### src/sv/piecewise_linear_table_interpolator_macros.svh
// ----------------------------------------------------------------------------
// Piecewise linear table interpolator - assertion macros
// Clocked on clk_i; rst_ni active low.
// ----------------------------------------------------------------------------
`ifndef PIECEWISE_LINEAR_TABLE_INTERPOLATOR_MACROS_SVH
`define PIECEWISE_LINEAR_TABLE_INTERPOLATOR_MACROS_SVH

// Checked outside reset only
`define PLTI_ASSERT(name, prop, msg) \
  name: assert property (@(posedge clk_i) disable iff (!rst_ni) prop) \
    else $error(msg);

// Checked on every edge, reset included
`define PLTI_ASSERT_ALWAYS(name, prop, msg) \
  name: assert property (@(posedge clk_i) prop) else $error(msg);

`endif

### src/sv/plti_pkg.sv
// ----------------------------------------------------------------------------
// plti_pkg
// Shared types and constants of the piecewise linear table interpolator.
// ----------------------------------------------------------------------------
package plti_pkg;

  localparam int DEPTH   = 256;
  localparam int ADDR_W  = $clog2(DEPTH);
  localparam int CNT_W   = $clog2(DEPTH + 1);
  localparam int POS_W   = 32;
  localparam int OFF_W   = 24;
  localparam int PROD_W  = POS_W + OFF_W;
  localparam int DCNT_W  = $clog2(OFF_W);

  localparam logic [CNT_W-1:0] DEPTH_CNT = CNT_W'(DEPTH);

  typedef enum logic [1:0] {
    KIND_CLEAR  = 2'd0,
    KIND_APPEND = 2'd1,
    KIND_QUERY  = 2'd2
  } kind_e;

  typedef enum logic [2:0] {
    ST_IDLE,
    ST_FIRST,
    ST_SCAN,
    ST_SPAN,
    ST_MUL,
    ST_DIV,
    ST_DONE
  } state_e;

  typedef struct packed {
    logic signed [POS_W-1:0] pos;
    logic signed [OFF_W-1:0] off;
    logic                    ok;
  } entry_t;

  localparam int ENTRY_W = $bits(entry_t);

endpackage

### src/sv/plti_div.sv
// ----------------------------------------------------------------------------
// plti_div
// Restoring divider, one quotient bit per cycle. The quotient is known to fit
// OFF_W bits, so the upper dividend bits seed the remainder directly.
// ----------------------------------------------------------------------------
module plti_div (
  input  logic                           clk_i,
  input  logic                           rst_ni,
  input  logic                           start_i,
  input  logic [plti_pkg::PROD_W-1:0]    dividend_i,
  input  logic [plti_pkg::POS_W-1:0]     divisor_i,
  output logic [plti_pkg::OFF_W-1:0]     quotient_o,
  output logic                           done_o
);

  logic [plti_pkg::POS_W-1:0]  rem_q, rem_d;
  logic [plti_pkg::OFF_W-1:0]  low_q, low_d;
  logic [plti_pkg::POS_W-1:0]  div_q, div_d;
  logic [plti_pkg::DCNT_W-1:0] cnt_q, cnt_d;
  logic                        busy_q, busy_d;
  logic                        done_q, done_d;
  logic [plti_pkg::POS_W:0]    trial;
  logic [plti_pkg::POS_W:0]    diff;

  assign trial = {rem_q, low_q[plti_pkg::OFF_W-1]};
  assign diff  = trial - {1'b0, div_q};

  always_comb begin
    rem_d  = rem_q;
    low_d  = low_q;
    div_d  = div_q;
    cnt_d  = cnt_q;
    busy_d = busy_q;
    done_d = 1'b0;
    if (start_i && !busy_q) begin
      rem_d  = dividend_i[plti_pkg::PROD_W-1:plti_pkg::OFF_W];
      low_d  = dividend_i[plti_pkg::OFF_W-1:0];
      div_d  = divisor_i;
      cnt_d  = plti_pkg::DCNT_W'(plti_pkg::OFF_W - 1);
      busy_d = 1'b1;
    end else if (busy_q) begin
      // trial stays below twice the divisor, so one subtract settles the bit
      if (!diff[plti_pkg::POS_W]) begin
        rem_d = diff[plti_pkg::POS_W-1:0];
        low_d = {low_q[plti_pkg::OFF_W-2:0], 1'b1};
      end else begin
        rem_d = trial[plti_pkg::POS_W-1:0];
        low_d = {low_q[plti_pkg::OFF_W-2:0], 1'b0};
      end
      cnt_d = cnt_q - 1'b1;
      if (cnt_q == '0) begin
        busy_d = 1'b0;
        done_d = 1'b1;
      end
    end
  end

  always_ff @(posedge clk_i or negedge rst_ni) begin
    if (!rst_ni) begin
      busy_q <= 1'b0;
      done_q <= 1'b0;
      cnt_q  <= '0;
    end else begin
      busy_q <= busy_d;
      done_q <= done_d;
      cnt_q  <= cnt_d;
    end
  end

  always_ff @(posedge clk_i) begin
    rem_q <= rem_d;
    low_q <= low_d;
    div_q <= div_d;
  end

  assign quotient_o = low_q;
  assign done_o     = done_q;

endmodule

### config.mk
export PLATFORM = sky130hd
export DESIGN_NAME = plti_div
export DESIGN_NICKNAME = d
export VERILOG_FILES = /design/src/sv/piecewise_linear_table_interpolator_macros.svh /design/src/sv/plti_pkg.sv /design/src/sv/plti_div.sv
export SDC_FILE = /design/constraint.sdc
export NUM_CORES = 1
export LEC_CHECK = 0
export BUFFER_PORTS_ARGS = -buffer_cell sky130_fd_sc_hd__buf_2
export CORE_MARGIN = 8
export CORE_UTILIZATION = 45
export CTS_CLUSTER_DIAMETER = 40
export DETAILED_ROUTE_END_ITERATION = 12
export PLACE_DENSITY = 0.7
export SLEW_MARGIN = 20
export SYNTH_ARGS = -nofsm -noshare
export SYNTH_HDL_FRONTEND = slang
export SYNTH_SLANG_ARGS = --single-unit
### constraint.sdc
create_clock -name clk_i -period 2.8 [get_ports clk_i]
set_input_delay 0.7 -clock clk_i [delete_from_list [all_inputs] [get_ports clk_i]]
set_output_delay 0.7 -clock clk_i [all_outputs]
set_load 0.01 [all_outputs]
==> impl_metrics.ini, run 1 <==
[run_status]
outcome = complete, but fails checks
violations = negative setup slack

[timing]
rsz0062_at_grt = yes
finalSetupTns_ns = -9.256
slew_viol_final = 0
tightest_slew_ns = 0.5288
finClkSkew_ns = 0.01119
setup_violations = 33
worst_slack_ns = -0.3500
finalHoldViolCount = 0
period_share = 1.125
slew_headroom = 0.6437
timing.fmax_mhz = 317.5
period_needed_ns = 3.150

[critical_path]
crit_fanout = 8
arrival_ns = 3.26
crit_required_ns = 2.91
critical_path.cell_chain = inv_1, ha_2, fa_2, nand2b_4, a21oi_4, o221a_4, a31o_4, o2111a_1, o21ai_1, a221o_2, buf_6, a21o_1, o22a_1
worstSetupPathType = reg -> reg
critPathTopFamily = compound AO/OA/AOI/OAI gates
cp-start-kind = register
slowest_stage = a221o_2
cpPeakStageDelay_ns = 0.46
end_kind = register
crit_buf_inv = 2

[final_layout]
diodes = 0
fin_nets = 916
area_growth_pct = 29.95
stdcell_count = 967
drive_gt1_frac = 0.3006

[clock_network]
ctsHoldBuffers = 0
cts_tree = done
cts-root-buf = clkbuf_16
clk_latency_ns = 0.36
cts.clk_slew.worst_paths_ns = 0.07
cts_htree_levels = 3
cts_buffers = 9
clockBufferDepth = 2
cts_num_sinks = 95

[placement]
dp_cells = 945
portBuffers = 115
dpl.hpwl_um = 11490
place.gp.congestion = 0.8544

[synthesis]
synth_area_per_cell_um2 = 9.763
ys_async_sr_fraction = 0.07368
ys_seq_area_frac = 0.4818
ys.flop_type = edfxtp_1
netlist_area_um2 = 5848
synth-edff-count = 88
ys_warn_count = 0
synth_fp_nets = 725
synth_seq_cells = 95
syn_inst = 599
netlist-cell-type-count = 56

[power]
leakagePower_uw = 0.003538
power_per_cell_area_nw_per_um2 = 1245
finalPower_uw = 9465
ir_drop_v = 0.0007109

[floorplanning]
die_x_um = 130
start_util = 0.4615
io_pins = 116
core_um2 = 12670
num_rows = 41
die_area_um2 = 16900
die_h_um = 130

[drt]
postRouteAntennaNets = 0
drc = 0
dr.pass1.iters = 5
vias = 5020
drt_iter0_drc = 224
vias_per_cell = 5.191
wirelength_um = 15070
wire_per_inst_um = 15.58

[global_routing]
grt_usage = 0.1828
grt_pass1_vias = 5216
grt_pass1_wl_um = 24310
grt_max_degree = 57
antenna_found_initial = 1
grt_overflow = 0

[flow_run]
max_cap_violations = 0

[min_path]
hp-class = in -> async
[final timing paths]
kind	cells past startpoint	endpoint	from	slack [ns]
max	13	rem_q[27]$_DFFE_PP_	quotient_o[23]$_DFFE_PP_	-0.35
min	1	cnt_q[3]$_DFFE_PN0P_	rst_ni	0.16
max reg2reg	13	rem_q[27]$_DFFE_PP_	quotient_o[23]$_DFFE_PP_	-0.35
min reg2reg	1	done_o$_DFF_PN0_	cnt_q[4]$_DFFE_PN0P_	0.50
max in group asynchronous	1	done_o$_DFF_PN0_	rst_ni	2.49
min in group clk_i	1	done_o$_DFF_PN0_	cnt_q[4]$_DFFE_PN0P_	0.50
[power by group]
part | internal [µW] | switching [µW] | total (µW)
registers | 2380 | 332 | 2710
clock network | 703 | 556 | 1260
logic | 2730 | 2760 | 5490
[state kept, by name, summed over array words and instances, names as in the netlist]
name        flops
rem_q          32
done_o          1
busy_q          1
quotient_o     24
cnt_q           5
div_q          32
[synthesized netlist by cell type, types with 3 or more instances]
cell,instances,area share
o21bai_1,4,0.0051
or3_1,4,0.0043
nand3_1,10,0.0086
dfrtp_1,7,0.030
mux2i_1,25,0.043
a21oi_1,38,0.033
nor2_1,41,0.026
ha_1,34,0.073
xor2_1,9,0.013
a2111oi_0,3,0.0045
and3_1,5,0.0053
a211oi_1,4,0.0051
inv_1,41,0.026
a21o_1,14,0.018
o211ai_1,7,0.0090
xnor2_1,23,0.034
o21a_1,8,0.010
clkbuf_1,17,0.011
edfxtp_1,88,0.45
nor3_1,9,0.0077
o21ai_0,15,0.013
buf_6,3,0.0058
a31oi_1,5,0.0053
o21ai_1,19,0.016
nand2b_1,5,0.0053
nor2b_1,3,0.0032
nand2_1,125,0.080
[kinds of logic (layout without fill, tap and decap cells)]
| kind of cell | count (synthesis) | count (layout) | share of synthesized area |
|---|---|---|---|
| xor gates and xnor gates | 32 | 32 | 0.04792 |
| muxes | 25 | 25 | 0.04279 |
| and+or+nand+nor | 213 | 213 | 0.1560 |
| buffers and inverters | 63 | 259 | 0.04493 |
| AOI/OAI and AO/OA | 136 | 136 | 0.1504 |
| DFF | 95 | 95 | 0.4818 |
| adders and majority gates | 35 | 35 | 0.07617 |
[repair_timing]
action / CTS / global route
gates cloned: 0 / 0
buffers inserted: 4 / 2
pin swaps: 5 / 2
setup endpoints to repair: 33 / 33
resized for setup: 7 / 7
[worst reg2reg max path, cell delays in order (launching register included)]
cell and delay, ns:
edfxtp_1 0.36, inv_1 0.05, ha_2 0.18, fa_2 0.34, nand2b_4 0.16, a21oi_4 0.16, o221a_4 0.21, a31o_4 0.19
o2111a_1 0.20, o21ai_1 0.06, a221o_2 0.46, buf_6 0.18, a21o_1 0.18, o22a_1 0.15
[cell type report]
class	instances	area, µm²
timing repair buffer	202	1274
sequential	95	2818
inverter	41	155.1
multi-input combinational	441	2840
tap	172	215.2
clock inverter	5	65.06
fill	1098	5071
clock buffer	11	232.7
[stage by stage]
step | hold slack [ns] | cell area [µm²] | worst slack (ns) | util
after global routing | 0.1494 | 7600 | -0.4532 | 0.5998
final | 0.1583 | 7600 | -0.3500 | 0.5998
after global placement | 0.4782 | 7208 | -0.2933 | 0.5689
after detailed placement | 0.4859 | 7208 | -0.3615 | 0.5689
after floorplan | 0.4044 | 5893 | -0.2742 | -
after CTS | 0.1475 | 7560 | -0.3467 | 0.5966
[metal layers]
layer  wire, µm  vias up  global-route usage  part of all wire
met5          8        -                   0           0.00053
met4        214        2             0.04303             0.014
met3       1223       22             0.07752             0.081
met2       7091      155              0.3103              0.47
met1       6527     2348              0.2097              0.43
li1           -     2493                   -                 -
[layout by cell type, fill, tap and decap left out, types with 5 or more instances in the layout]
cell         n
nand2_1    125
buf_2      115
edfxtp_1    88
buf_4       82
nor2_1      41
inv_1       39
a21oi_1     38
ha_1        33
xnor2_1     23
mux2i_1     23
o21ai_1     20
o21ai_0     14
a21o_1      14
nor3_1       9
xor2_1       9
clkbuf_16    9
o21a_1       8
o211ai_1     7
dfrtp_1      7
nand3_1      6
and3_1       5
a31oi_1      5
Note: power is estimated with default switching activity, not from simulation.
==> inputs of run 2 (changes only) <==
--- a/config.mk
+++ b/config.mk
@@ -10,7 +10,7 @@
 export CORE_UTILIZATION = 45
 export CTS_CLUSTER_DIAMETER = 40
 export DETAILED_ROUTE_END_ITERATION = 12
-export PLACE_DENSITY = 0.7
+export PLACE_DENSITY = 0.69
 export SLEW_MARGIN = 20
 export SYNTH_ARGS = -nofsm -noshare
 export SYNTH_HDL_FRONTEND = slang
==> run 2 against run 1 <==
  * The flow still finishes with violations (negative setup slack)
  * Clock-buffer cell count fell by 2
  * Critical path depth decreased by 1
  * Combinational power about the same
  * Sequential power is essentially flat
  * Critical endpoint unchanged
  * Largest cell class unchanged
  * Highest routed layer unchanged
==> impl_metrics.ini, run 2 (synthesized netlist as in run 1, its figures left out) <==
[timing]
finalSetupTns_ns = -9.524
period_share = 1.134
slew_viol_final = 0
timing.fmax_mhz = 315.0
period_needed_ns = 3.174
tightest_slew_ns = 0.5364
rsz0062_at_grt = yes
finClkSkew_ns = 0.008906
worst_slack_ns = -0.3742
slew_headroom = 0.6424
setup_violations = 33
finalHoldViolCount = 0

[critical_path]
cpPeakStageDelay_ns = 0.45
crit_buf_inv = 2
end_kind = register
slowest_stage = edfxtp_1
arrival_ns = 3.29
crit_fanout = 19
cp-start-kind = register
worstSetupPathType = reg -> reg
crit_required_ns = 2.91
critPathTopFamily = compound AO/OA/AOI/OAI gates
critical_path.cell_chain = ha_4, a21o_1, or3_4, o221a_4, a31o_4, buf_12, nor2_8, o21ai_2, a221o_2, buf_12, a21o_1, o22a_1

[global_routing]
grt_overflow = 0
grt_pass1_vias = 5353
antenna_found_initial = 1
grt_usage = 0.1827
grt_pass1_wl_um = 24470
grt_max_degree = 46

[drt]
vias_per_cell = 5.157
wirelength_um = 14960
postRouteAntennaNets = 0
dr.pass1.iters = 5
drt_iter0_drc = 228
wire_per_inst_um = 15.40
vias = 5007
drc = 0

[clock_network]
cts_tree = done
ctsHoldBuffers = 0
cts_buffers = 9
cts.clk_slew.worst_paths_ns = 0.07
cts_htree_levels = 3
clockBufferDepth = 2
cts-root-buf = clkbuf_16
clk_latency_ns = 0.36
cts_num_sinks = 95

[floorplanning]
io_pins = 116
die_h_um = 130
num_rows = 41
die_x_um = 130
die_area_um2 = 16900
core_um2 = 12670
start_util = 0.4615

[final_layout]
seq_area_um2 = 2818
multi_input_area_um2 = 2855
final_cell_mix = nand2_1 (125), buf_2 (115), edfxtp_1 (88)
fin_nets = 920
area_growth_pct = 30.74
fin_area_um2 = 7646
drive_gt1_frac = 0.3091
diodes = 0
fillers = 1120
fin_util = 0.6034
final_common_cell = nand2_1

[placement]
place.gp.congestion = 0.8717
place_area_um2 = 7223
portBuffers = 115
dpl.hpwl_um = 11230
pre_cts_ws_ns = -0.4003

[power]
leakagePower_uw = 0.003557
ir_drop_v = 0.0006518
power_per_cell_area_nw_per_um2 = 1236
finalPower_uw = 9453

[flow_run]
max_cap_violations = 0

[run_status]
violations = negative setup slack
outcome = complete, but fails checks

[min_path]
hp-class = in -> async
[run 2: cell types whose count changed in the layout (fill, tap and decap cells not counted), sizes merged]
| cell | delta |
|---|---|
| clkbuf | -2 |
| buf | +4 |
| clkinvlp | +1 |
| bufinv | -1 |
| inv | +2 |
[run 2: layout make-up]
class                      count  share of cell area
clock buffer                   9             0.02946
clock inverter                 7            0.008018
inverter                      41             0.02029
multi-input combinational    441              0.3734
sequential                    95              0.3685
tap                          172             0.02815
timing repair buffer         206              0.1721
[run 2: power by group]
group	switching (µW)	internal, µW	total [µW]
sequential	338	2380	2720
combinational	2750	2770	5520
clock	590	622	1210
total	3680	5770	9450
[run 2: path summary, 6_finish.rpt]
path,start,end,slack (ns),cells past startpoint
worst max-delay path,rem_q[4]$_DFFE_PP_,rem_q[27]$_DFFE_PP_,-0.37,12
worst min-delay path,rst_ni,cnt_q[1]$_DFFE_PN0P_,0.16,1
worst max register to register,rem_q[4]$_DFFE_PP_,rem_q[27]$_DFFE_PP_,-0.37,12
worst min register to register,cnt_q[0]$_DFFE_PN0P_,cnt_q[0]$_DFFE_PN0P_,0.50,1
max in group asynchronous,rst_ni,cnt_q[3]$_DFFE_PN0P_,2.48,1
min in group clk_i,cnt_q[0]$_DFFE_PN0P_,cnt_q[0]$_DFFE_PN0P_,0.50,1
[run 2: repair_timing]
item / CTS / global route
resized for setup: 7 / 7
pin swaps: 5 / 4
endpoints found under the setup margin: 33 / 33
setup buffers: 3 / 5
[run 2: per-layer routing]
layer	GRT usage	up-vias	routed length [µm]
met2	0.3096	133	7019
li1	-	2514	-
met1	0.2091	2329	6612
met4	0.06352	2	286
met5	0	-	8
met3	0.06650	29	1030
[run 2: stage by stage]
step | hold slack, ns | instances
2_1_floorplan | 0.4044 | 599
3_3_place_gp | 0.4825 | 947
3_5_place_dp | 0.4868 | 947
4_1_cts | 0.1498 | 966
5_1_grt | 0.1540 | 971
6_report | 0.1588 | 971
