## src/sv/piecewise_linear_table_interpolator_macros.svh

```systemverilog
// ----------------------------------------------------------------------------
// Piecewise linear table interpolator - assertion macros
// Clocked on clk_i; rst_ni active low.
// ----------------------------------------------------------------------------
`ifndef PIECEWISE_LINEAR_TABLE_INTERPOLATOR_MACROS_SVH
`define PIECEWISE_LINEAR_TABLE_INTERPOLATOR_MACROS_SVH

// Checked outside reset only
`define PLTI_ASSERT(name, prop, msg) \
  name: assert property (@(posedge clk_i) disable iff (!rst_ni) prop) \
    else $error(msg);

// Checked on every edge, reset included
`define PLTI_ASSERT_ALWAYS(name, prop, msg) \
  name: assert property (@(posedge clk_i) prop) else $error(msg);

`endif

```

## src/sv/plti_mem.sv

```systemverilog
// ----------------------------------------------------------------------------
// plti_mem
// Single port write, single port read RAM with registered read data.
// ----------------------------------------------------------------------------
module plti_mem #(
  parameter int DATA_W = 8,
  parameter int DEPTH  = 16,
  parameter int ADDR_W = $clog2(DEPTH)
) (
  input  logic              clk_i,
  input  logic              we_i,
  input  logic [ADDR_W-1:0] waddr_i,
  input  logic [DATA_W-1:0] wdata_i,
  input  logic [ADDR_W-1:0] raddr_i,
  output logic [DATA_W-1:0] rdata_o
);

  logic [DATA_W-1:0] mem [DEPTH];
  logic [DATA_W-1:0] rdata_q;

  always_ff @(posedge clk_i) begin
    if (we_i) begin
      mem[waddr_i] <= wdata_i;
    end
  end

  always_ff @(posedge clk_i) begin
    rdata_q <= mem[raddr_i];
  end

  assign rdata_o = rdata_q;

endmodule

```

## config.mk

```make
export PLATFORM = sky130hd
export DESIGN_NAME = plti_mem
export DESIGN_NICKNAME = d
export VERILOG_FILES = /design/src/sv/piecewise_linear_table_interpolator_macros.svh /design/src/sv/plti_mem.sv
export SDC_FILE = /design/constraint.sdc
export NUM_CORES = 1
export LEC_CHECK = 0
export ABC_AREA = 0
export ABC_CLOCK_PERIOD_IN_PS = 2400
export BUFFER_PORTS_ARGS = -buffer_cell sky130_fd_sc_hd__buf_4
export CORE_MARGIN = 8
export CORE_UTILIZATION = 45
export DETAILED_ROUTE_END_ITERATION = 10
export GPL_ROUTABILITY_DRIVEN = 0
export PLACE_DENSITY = 0.72
export SYNTH_ARGS = -nofsm -noshare
export SYNTH_HDL_FRONTEND = slang
export SYNTH_SLANG_ARGS = --single-unit
```

## constraint.sdc

```tcl
create_clock -name clk_i -period 2.4 [get_ports clk_i]
set_clock_uncertainty 0.2 [all_clocks]
set_input_delay 0 -clock clk_i [delete_from_list [all_inputs] [get_ports clk_i]]
set_output_delay 0 -clock clk_i [all_outputs]
set_load 0.03 [all_outputs]
```

==> impl_metrics.ini, run 1 <==
[sta]
period_minus_slack_ns = 2.18
relSlewSlack = 0.384
finalCritPeriodShare = 0.906
rsz0062_at_grt = no
max_freq_ghz = 0.460
setup_tns_ns = 0
finalHoldViolCount = 0
tightest_slew_ns = 0.920
setup_violations = 0
drv_slew = 0

[global_routing]
grt_overflow = 0
grt_max_degree = 33
grt_pass1_vias = 2712
antenna_found_initial = 0
grt_pass1_wl_um = 15500
grtUsageTotal = 0.144

[clocking]
worstSkewPairLatency_ns = 0.40
cts.htree.levels = 4
cts_buffers = 17
cts_num_sinks = 136
clockBufferDepth = 2
cts-root-buf = clkbuf_16
clk_pin_slew_worst_paths_ns = 0.06
cts_tree = done
post-cts-setup-buffers = 0

[final_layout]
mostFrequentLayoutCells = edfxtp_1, buf_4, mux4_2
drive_gt1_frac = 0.290
antenna_cells = 0
syn_to_final_growth_pct = 22.2
final_util = 0.558
finish.net_count = 315
final_common_cell = edfxtp_1
final_cells = 453

[setup_path]
critical_path_class = in -> reg
slowest_delay_ns = 0.56
cp_num_buf_inv = 4
cp.required_ns = 2.31
start_kind = input pin
crit_path_end_kind = register
cp_slowest_cell = dlygate4sd3_1
crit_chain = dlygate4sd3_1, buf_4, or3b_2, nor3_1, dlygate4sd3_1, buf_4
critPathTopFamily = buffers and inverters
cp.arrival_ns = 2.08
worstPathMaxFanout = 8

[outcome]
status = completed

[power]
p_leak_nw = 2.14
p_total_mw = 5.42
p_per_area_nw_per_um2 = 862
vdd_ir_drop_max_v = 0.000503

[yosys]
syn_area_um2 = 5150
ys_seq_area_frac = 0.778
synth_nets = 247
synth_cell_types = 19
netlist_instances = 229
yosysWarningCount = 0
ys_ff_latch = 136
avgSynthCellArea_um2 = 22.5

[drt]
dr.pass1.iters = 4
drcViolationCount = 0
routedWlPerCell_um = 22.1
dr_total_vias = 2525
viasPerCell = 5.57
postRouteWirelength_um = 10000
drt.antenna.violating_nets = 0
drtIter0Drc = 204

[floorplan]
die_w_um = 123
start_util = 0.457
core_um2 = 11300
die_h_um = 123
die_area_um2 = 15100
rows = 39
io_pins = 26

[run]
max-cap-violations = 0

[worst_hold_path]
worstHoldPathType = in -> reg

[placed_design]
place_inst = 404
dp_hpwl_um = 6050
numPortBuffers = 25
[path summary, 6_finish.rpt]
path         slack, ns                 start  cells after the start                   to
max               0.22            waddr_i[2]                      6  mem[0][2]$_DFFE_PP_
min               0.09            raddr_i[1]                      4   rdata_o[4]$_DFF_P_
max reg2reg       0.82  mem[11][0]$_DFFE_PP_                      3   rdata_o[0]$_DFF_P_
min reg2reg       0.48   mem[4][4]$_DFFE_PP_                      3   rdata_o[4]$_DFF_P_
[cells by family after synthesis]
kind of cell           synth area share
and+or+nand+nor                  0.0318
buffers and inverters            0.0168
DFF                               0.778
AOI/OAI and AO/OA                0.0233
muxes                             0.150
[tightest hold or removal path: stages]
cell and delay [ns]:
buf_4 0.25, mux4_2 0.27, a22oi_1 0.06, nand2_1 0.06
[per-stage QoR]
stage                     instance area [um2]  setup slack (ns)  hold WS, ns
after global placement                   5560             0.567       0.0991
after detailed placement                 5560             0.566        0.120
after floorplan                          5150             0.707       -0.101
after global routing                     6290             0.137        0.106
final                                    6290             0.225       0.0852
after CTS                                6290             0.247       0.0687
[flip-flops by register name (all words and copies together) (netlist names)]
signal   cells
rdata_o      8
mem        128
[cell type report]
| type | instances | area, um2 |
|---|---|---|
| fillers | 794 | 4980 |
| well taps | 143 | 179 |
| flip-flops and latches | 136 | 4000 |
| clock buffers | 18 | 429 |
| repair buffers | 59 | 485 |
| clock inverters | 14 | 134 |
| multi-input cells | 83 | 1060 |
[cells in the mapped netlist]
master,n,area [um2]
nand3b_1,2,15.0
nand2_1,9,33.8
and2_1,1,6.26
mux4_1,14,368
clkdlybuf4s25_2,3,30.0
nand3_1,1,5.00
buf_4,1,7.51
buf_2,3,15.0
dfxtp_1,8,160
and2b_1,1,7.51
a22oi_1,16,120
or3b_2,1,8.76
nand2b_1,2,12.5
mux4_2,18,405
nor2b_1,1,6.26
edfxtp_1,128,3840
nor3_1,4,20.0
nor2_1,13,48.8
buf_6,3,33.8
[report_power, final]
group	switching (mW)	total [mW]	internal, mW
sequential	0.0172	2.67	2.66
combinational	0.169	0.305	0.136
clock	0.932	2.44	1.51
[repair_timing]
action	4_1_cts	5_1_grt
setup endpoints to repair	0	0
hold buffers	17	0
hold endpoints to repair	171	0
gates resized for setup	0	0
[layer usage]
layer  track usage  part of all wire  up-vias  wire, um
li1              -                 -     1108         -
met1         0.182              0.42     1291      4200
met2         0.232              0.49      114      4930
met3        0.0406             0.075       12       749
met4        0.0541             0.013        0       126
met5             0                 0        -         0
Note: power is estimated with default switching activity, not from simulation.
==> run 2, diff against run 1 <==
--- a/config.mk
+++ b/config.mk
@@ -12,7 +12,7 @@
 export CORE_UTILIZATION = 45
 export DETAILED_ROUTE_END_ITERATION = 10
 export GPL_ROUTABILITY_DRIVEN = 0
-export PLACE_DENSITY = 0.72
 export SYNTH_ARGS = -nofsm -noshare
 export SYNTH_HDL_FRONTEND = slang
 export SYNTH_SLANG_ARGS = --single-unit
+export TNS_END_PERCENT = 5
==> run 2 against run 1 <==
Die area unchanged. First-iteration DRC count up 12%. Sequential power about the same. Critical path depth down 1.
==> impl_metrics.ini, run 2 (synthesis results as in run 1) <==
[outcome]
status = completed

[setup_path]
reg2reg_setup_slack_ns = 0.83
cp_slowest_cell = dlygate4sd3_1
reg2reg_depth = 3
crit_chain = dlygate4sd3_1, buf_4, nor3_1, dlygate4sd3_1, buf_4
critical_path_class = in -> reg
slowest_delay_ns = 0.57
cp.arrival_ns = 1.64
timing.rr.start = mem[2][1]$_DFFE_PP_
worstPathMaxFanout = 8
start_kind = input pin
rr_endpoint = rdata_o[1]$_DFF_P_
crit_path_end_kind = register
cp-startpoint = waddr_i[1]
cp.required_ns = 2.32

[power]
power_switching_share = 0.193
p_per_area_nw_per_um2 = 913
internal_power_mw = 4.68
p_clk_frac = 0.488
switchingPower_mw = 1.12
vdd_ir_drop_max_v = 0.000513
power_frac_comb = 0.052
p_seq_frac = 0.461
p_leak_nw = 2.19

[clocking]
cts-root-buf = clkbuf_16
worstSkewPairLatency_ns = 0.42
postCtsHoldBufs = 13
cts_num_sinks = 136
cts.htree.levels = 4
clockBufferDepth = 2
clk_pin_slew_worst_paths_ns = 0.06
post-cts-setup-buffers = 0
cts_resized = 0
cts_buffers = 17
cts_tree = done

[final_layout]
final_common_cell = edfxtp_1
largest_reg_flops = 128
syn_to_final_growth_pct = 23.5
antenna_cells = 0
drive_gt1_frac = 0.305
regArea_um2 = 4000
mostFrequentLayoutCells = edfxtp_1, buf_4, mux4_2
top_register = mem
design_area_um2 = 6350
fillers = 827
finish.net_count = 313
multiInputGateArea_um2 = 1060

[placed_design]
numPortBuffers = 25
dp_hpwl_um = 6000
dp_worst_setup_slack_ns = 0.456
postPlaceCellArea_um2 = 5570

[sta]
setup_violations = 0
period_minus_slack_ns = 1.72
fin_ws_ns = 0.680
rsz0062_at_grt = no
finalHoldViolCount = 0
tightest_slew_ns = 0.677
setup_tns_ns = 0
relSlewSlack = 0.547
finalCritPeriodShare = 0.717
drv_slew = 0
max_freq_ghz = 0.581

[drt]
dr_total_vias = 2464
postRouteWirelength_um = 9940
drt.antenna.violating_nets = 0
viasPerCell = 5.46
dr.pass1.iters = 4
drtIter0Drc = 229
routedWlPerCell_um = 22.0
drcViolationCount = 0

[floorplan]
die_area_um2 = 15100
die_w_um = 123
core_um2 = 11300
io_pins = 26
rows = 39
start_util = 0.457
die_h_um = 123

[global_routing]
antenna_found_initial = 0
grtUsageTotal = 0.146
grt_pass1_wl_um = 15200
grt_max_degree = 33
grt_overflow = 0
grt_pass1_vias = 2533

[worst_hold_path]
worstHoldPathType = in -> reg
worstHoldEndpoint = mem[2][4]$_DFFE_PP_
holdCritStartpoint = waddr_i[3]
holdPathStages = 4

[run]
max-cap-violations = 0
==> run 2: cell types whose count changed in the layout (fill, tap and decap cells not counted), sizes merged <==
cell / delta
buf: +2
bufinv: +3
clkbuf: +2
clkinv: -2
clkinvlp: -3
dlygate4sd3: -4
==> run 2: power by group through the flow <==
| stage | clock (mW) | combinational [mW] | sequential, mW |
|---|---|---|---|
| 2_1_floorplan | 0 | 0.135 | 2.75 |
| 6_report | 2.83 | 0.299 | 2.67 |
| 4_1_cts | 2.87 | 0.307 | 2.67 |
| 3_5_place_dp | 0 | 0.291 | 2.72 |
| 3_3_place_gp | 0 | 0.287 | 2.72 |
| 5_1_grt | 2.96 | 0.326 | 2.68 |
==> run 2: final cells by class <==
| class | instances | area share |
|---|---|---|
| Tap cell | 143 | 0.0282 |
| Multi-Input combinational cell | 83 | 0.166 |
| Clock inverter | 12 | 0.0311 |
| Clock buffer | 20 | 0.0719 |
| Sequential cell | 136 | 0.630 |
| Timing Repair Buffer | 57 | 0.0725 |
==> run 2: worst max path at each step <==
stage | endpoint | depth (start not counted)
6_report | mem[0][3]$_DFFE_PP_ | 5
5_1_grt | mem[0][7]$_DFFE_PP_ | 5
4_1_cts | mem[0][7]$_DFFE_PP_ | 5
3_5_place_dp | rdata_o[7]$_DFF_P_ | 5
3_3_place_gp | rdata_o[7]$_DFF_P_ | 5
2_1_floorplan | mem[0][0]$_DFFE_PP_ | 2
==> run 2: routing by layer <==
layer  track usage  vias to the layer above  wire length (um)
met3        0.0420                       15               582
met5             0                        -                 0
met1         0.196                     1272              4270
met4        0.0594                        0               152
li1              -                     1103                 -
met2         0.220                       74              4940
==> run 2: stage by stage <==
stage	total power [mW]	hold slack, ns	util	std cells
global route	5.97	0.0266	0.564	451
detailed placement	3.01	0.113	0.494	406
floorplan	2.88	-0.101	-	229
finish	5.80	0.0229	0.564	451
CTS	5.85	0.0103	0.564	451
global placement	3.01	0.106	0.494	406
==> run 2: worst max-delay path, delay by kind of cell <==
| kind | cells | cell delay (ns) |
|---|---|---|
| buffers and inverters | 4 | 1.44 |
| and+or+nand+nor | 1 | 0.19 |
==> run 3, diff against run 2 <==
--- a/config.mk
+++ b/config.mk
@@ -6,7 +6,7 @@
 export NUM_CORES = 1
 export LEC_CHECK = 0
 export ABC_AREA = 0
-export ABC_CLOCK_PERIOD_IN_PS = 2400
+export ABC_CLOCK_PERIOD_IN_PS = 1570
 export BUFFER_PORTS_ARGS = -buffer_cell sky130_fd_sc_hd__buf_4
 export CORE_MARGIN = 8
 export CORE_UTILIZATION = 45
==> constraint.sdc (replaced) <==
create_clock -name clk_i -period 1.57 [get_ports clk_i]
set_clock_uncertainty 0.2 [all_clocks]
set_input_delay 0 -clock clk_i [delete_from_list [all_inputs] [get_ports clk_i]]
set_output_delay 0 -clock clk_i [all_outputs]
set_load 0.03 [all_outputs]
==> run 3 against run 2 <==
The flow now finishes with violations (negative hold slack). Total power grew 48%. Clock-buffer cell count shrank 1. Design area grew 1.2%. Worst setup slack lost 0.63 ns. Sequential power grew 53%. Critical endpoint is now rdata_o[7]$_DFF_P_. First-iteration DRC count shrank 24%.
==> impl_metrics.ini, run 3 (synthesis results as in run 1) <==
[sta]
max_freq_ghz = 0.657
setup_violations = 0
setup_tns_ns = 0
period_minus_slack_ns = 1.52
fin_hold_ws_ns = -0.0122
relSlewSlack = 0.603
fin_ws_ns = 0.0488
drv_slew = 0
tightest_slew_ns = 0.594
finalHoldViolCount = 1
finalCritPeriodShare = 0.969

[clocking]
cts.htree.levels = 4
cts_buffers = 17
cts_num_sinks = 136
clockBufferDepth = 2
cts-root-buf = clkbuf_16
cts_tree = done
post-cts-setup-buffers = 0
worstSkewPairLatency_ns = 0.41
clk_pin_slew_worst_paths_ns = 0.06

[setup_path]
cp_num_buf_inv = 0
rr_endpoint = rdata_o[7]$_DFF_P_
crit_chain = mux4_2, a22oi_1, nand2_1
critPathTopFamily = multiplexers
cp-startpoint = mem[0][7]$_DFFE_PP_
timing.rr.start = mem[0][7]$_DFFE_PP_
slowest_delay_ns = 0.45
cp.required_ns = 1.66
crit_path_end_kind = register
reg2reg_depth = 3
cp.arrival_ns = 1.61
critical_path_class = reg -> reg
worstPathMaxFanout = 1
crit_end = rdata_o[7]$_DFF_P_
path_depth = 3
cp_slowest_cell = mux4_2
start_kind = register
reg2reg_setup_slack_ns = 0.05

[drt]
viasPerCell = 5.36
postRouteWirelength_um = 9800
dr.pass1.iters = 4
drtIter0Drc = 175
dr_total_vias = 2449
routedWlPerCell_um = 21.4
drt.antenna.violating_nets = 0
drcViolationCount = 0

[final_layout]
drive_gt1_frac = 0.318
final_util = 0.571
antenna_cells = 0
mostFrequentLayoutCells = edfxtp_1, buf_4, mux4_2
largest_reg_flops = 128
top_register = mem
syn_to_final_growth_pct = 25.0
finish.net_count = 319
final_common_cell = edfxtp_1

[global_routing]
grt_max_degree = 23
grtUsageTotal = 0.143
grt_overflow = 0
antenna_found_initial = 0
grt_pass1_vias = 2539
grt_pass1_wl_um = 15000

[floorplan]
die_h_um = 123
io_pins = 26
start_util = 0.457
rows = 39
core_um2 = 11300
die_area_um2 = 15100
die_w_um = 123

[outcome]
violations = negative hold slack
status = complete, but fails checks

[power]
vdd_ir_drop_max_v = 0.000719
p_leak_nw = 2.21
p_per_area_nw_per_um2 = 1340

[worst_hold_path]
worstHoldPathType = in -> reg
holdCritStartpoint = raddr_i[3]

[placed_design]
dp_worst_setup_slack_ns = -0.0571
numPortBuffers = 25
dp_hpwl_um = 6290

[run]
max-cap-violations = 0
run 3: worst min path at each step:
stage                           end  depth (start not counted)
4_1_cts          rdata_o[6]$_DFF_P_                          4
3_3_place_gp    mem[1][5]$_DFFE_PP_                          1
6_report         rdata_o[5]$_DFF_P_                          4
5_1_grt          rdata_o[5]$_DFF_P_                          4
3_5_place_dp   mem[12][7]$_DFFE_PP_                          1
2_1_floorplan   mem[0][0]$_DFFE_PP_                          0
run 3: per-layer routing:
layer | wire (um) | share of wire | vias up | global-route usage
li1 | - | - | 1119 | -
met1 | 4300 | 0.44 | 1268 | 0.182
met2 | 4930 | 0.50 | 52 | 0.225
met3 | 429 | 0.044 | 10 | 0.0370
met4 | 138 | 0.014 | 0 | 0.0663
met5 | 0 | 0 | - | 0
run 3: through the flow:
| stage | cell area [um2] | instances | power [mW] |
|---|---|---|---|
| floorplan | 5150 | 229 | 4.41 |
| global placement | 5660 | 410 | 4.62 |
| detailed placement | 5660 | 410 | 4.63 |
| CTS | 6430 | 457 | 8.68 |
| global route | 6430 | 457 | 8.87 |
| finish | 6430 | 457 | 8.61 |
run 3: worst register-to-register path: stages (launching register included):
cell and delay (ns):
edfxtp_1 0.37, mux4_2 0.45, a22oi_1 0.28, nand2_1 0.09
run 3: report_power, final:
part / switching [mW] / internal [mW]
clock: 1.38 / 2.64
sequential: 0.0238 / 4.06
combinational: 0.266 / 0.230
run 3: area by class of cell:
class                   instances  area (um2)
clock buffers                  19         433
flip-flops and latches        136        4000
clock inverters                13         179
well taps                     143         179
repair buffers                 63         561
multi-input cells              83        1080
fillers                       812        4840
run 3: timing repair:
item,in CTS,in global routing
setup endpoints to repair,2,2
resized for setup,2,1
pin swaps,0,1
gates cloned,0,0
hold buffers,15,0
endpoints found under the hold margin,166,0
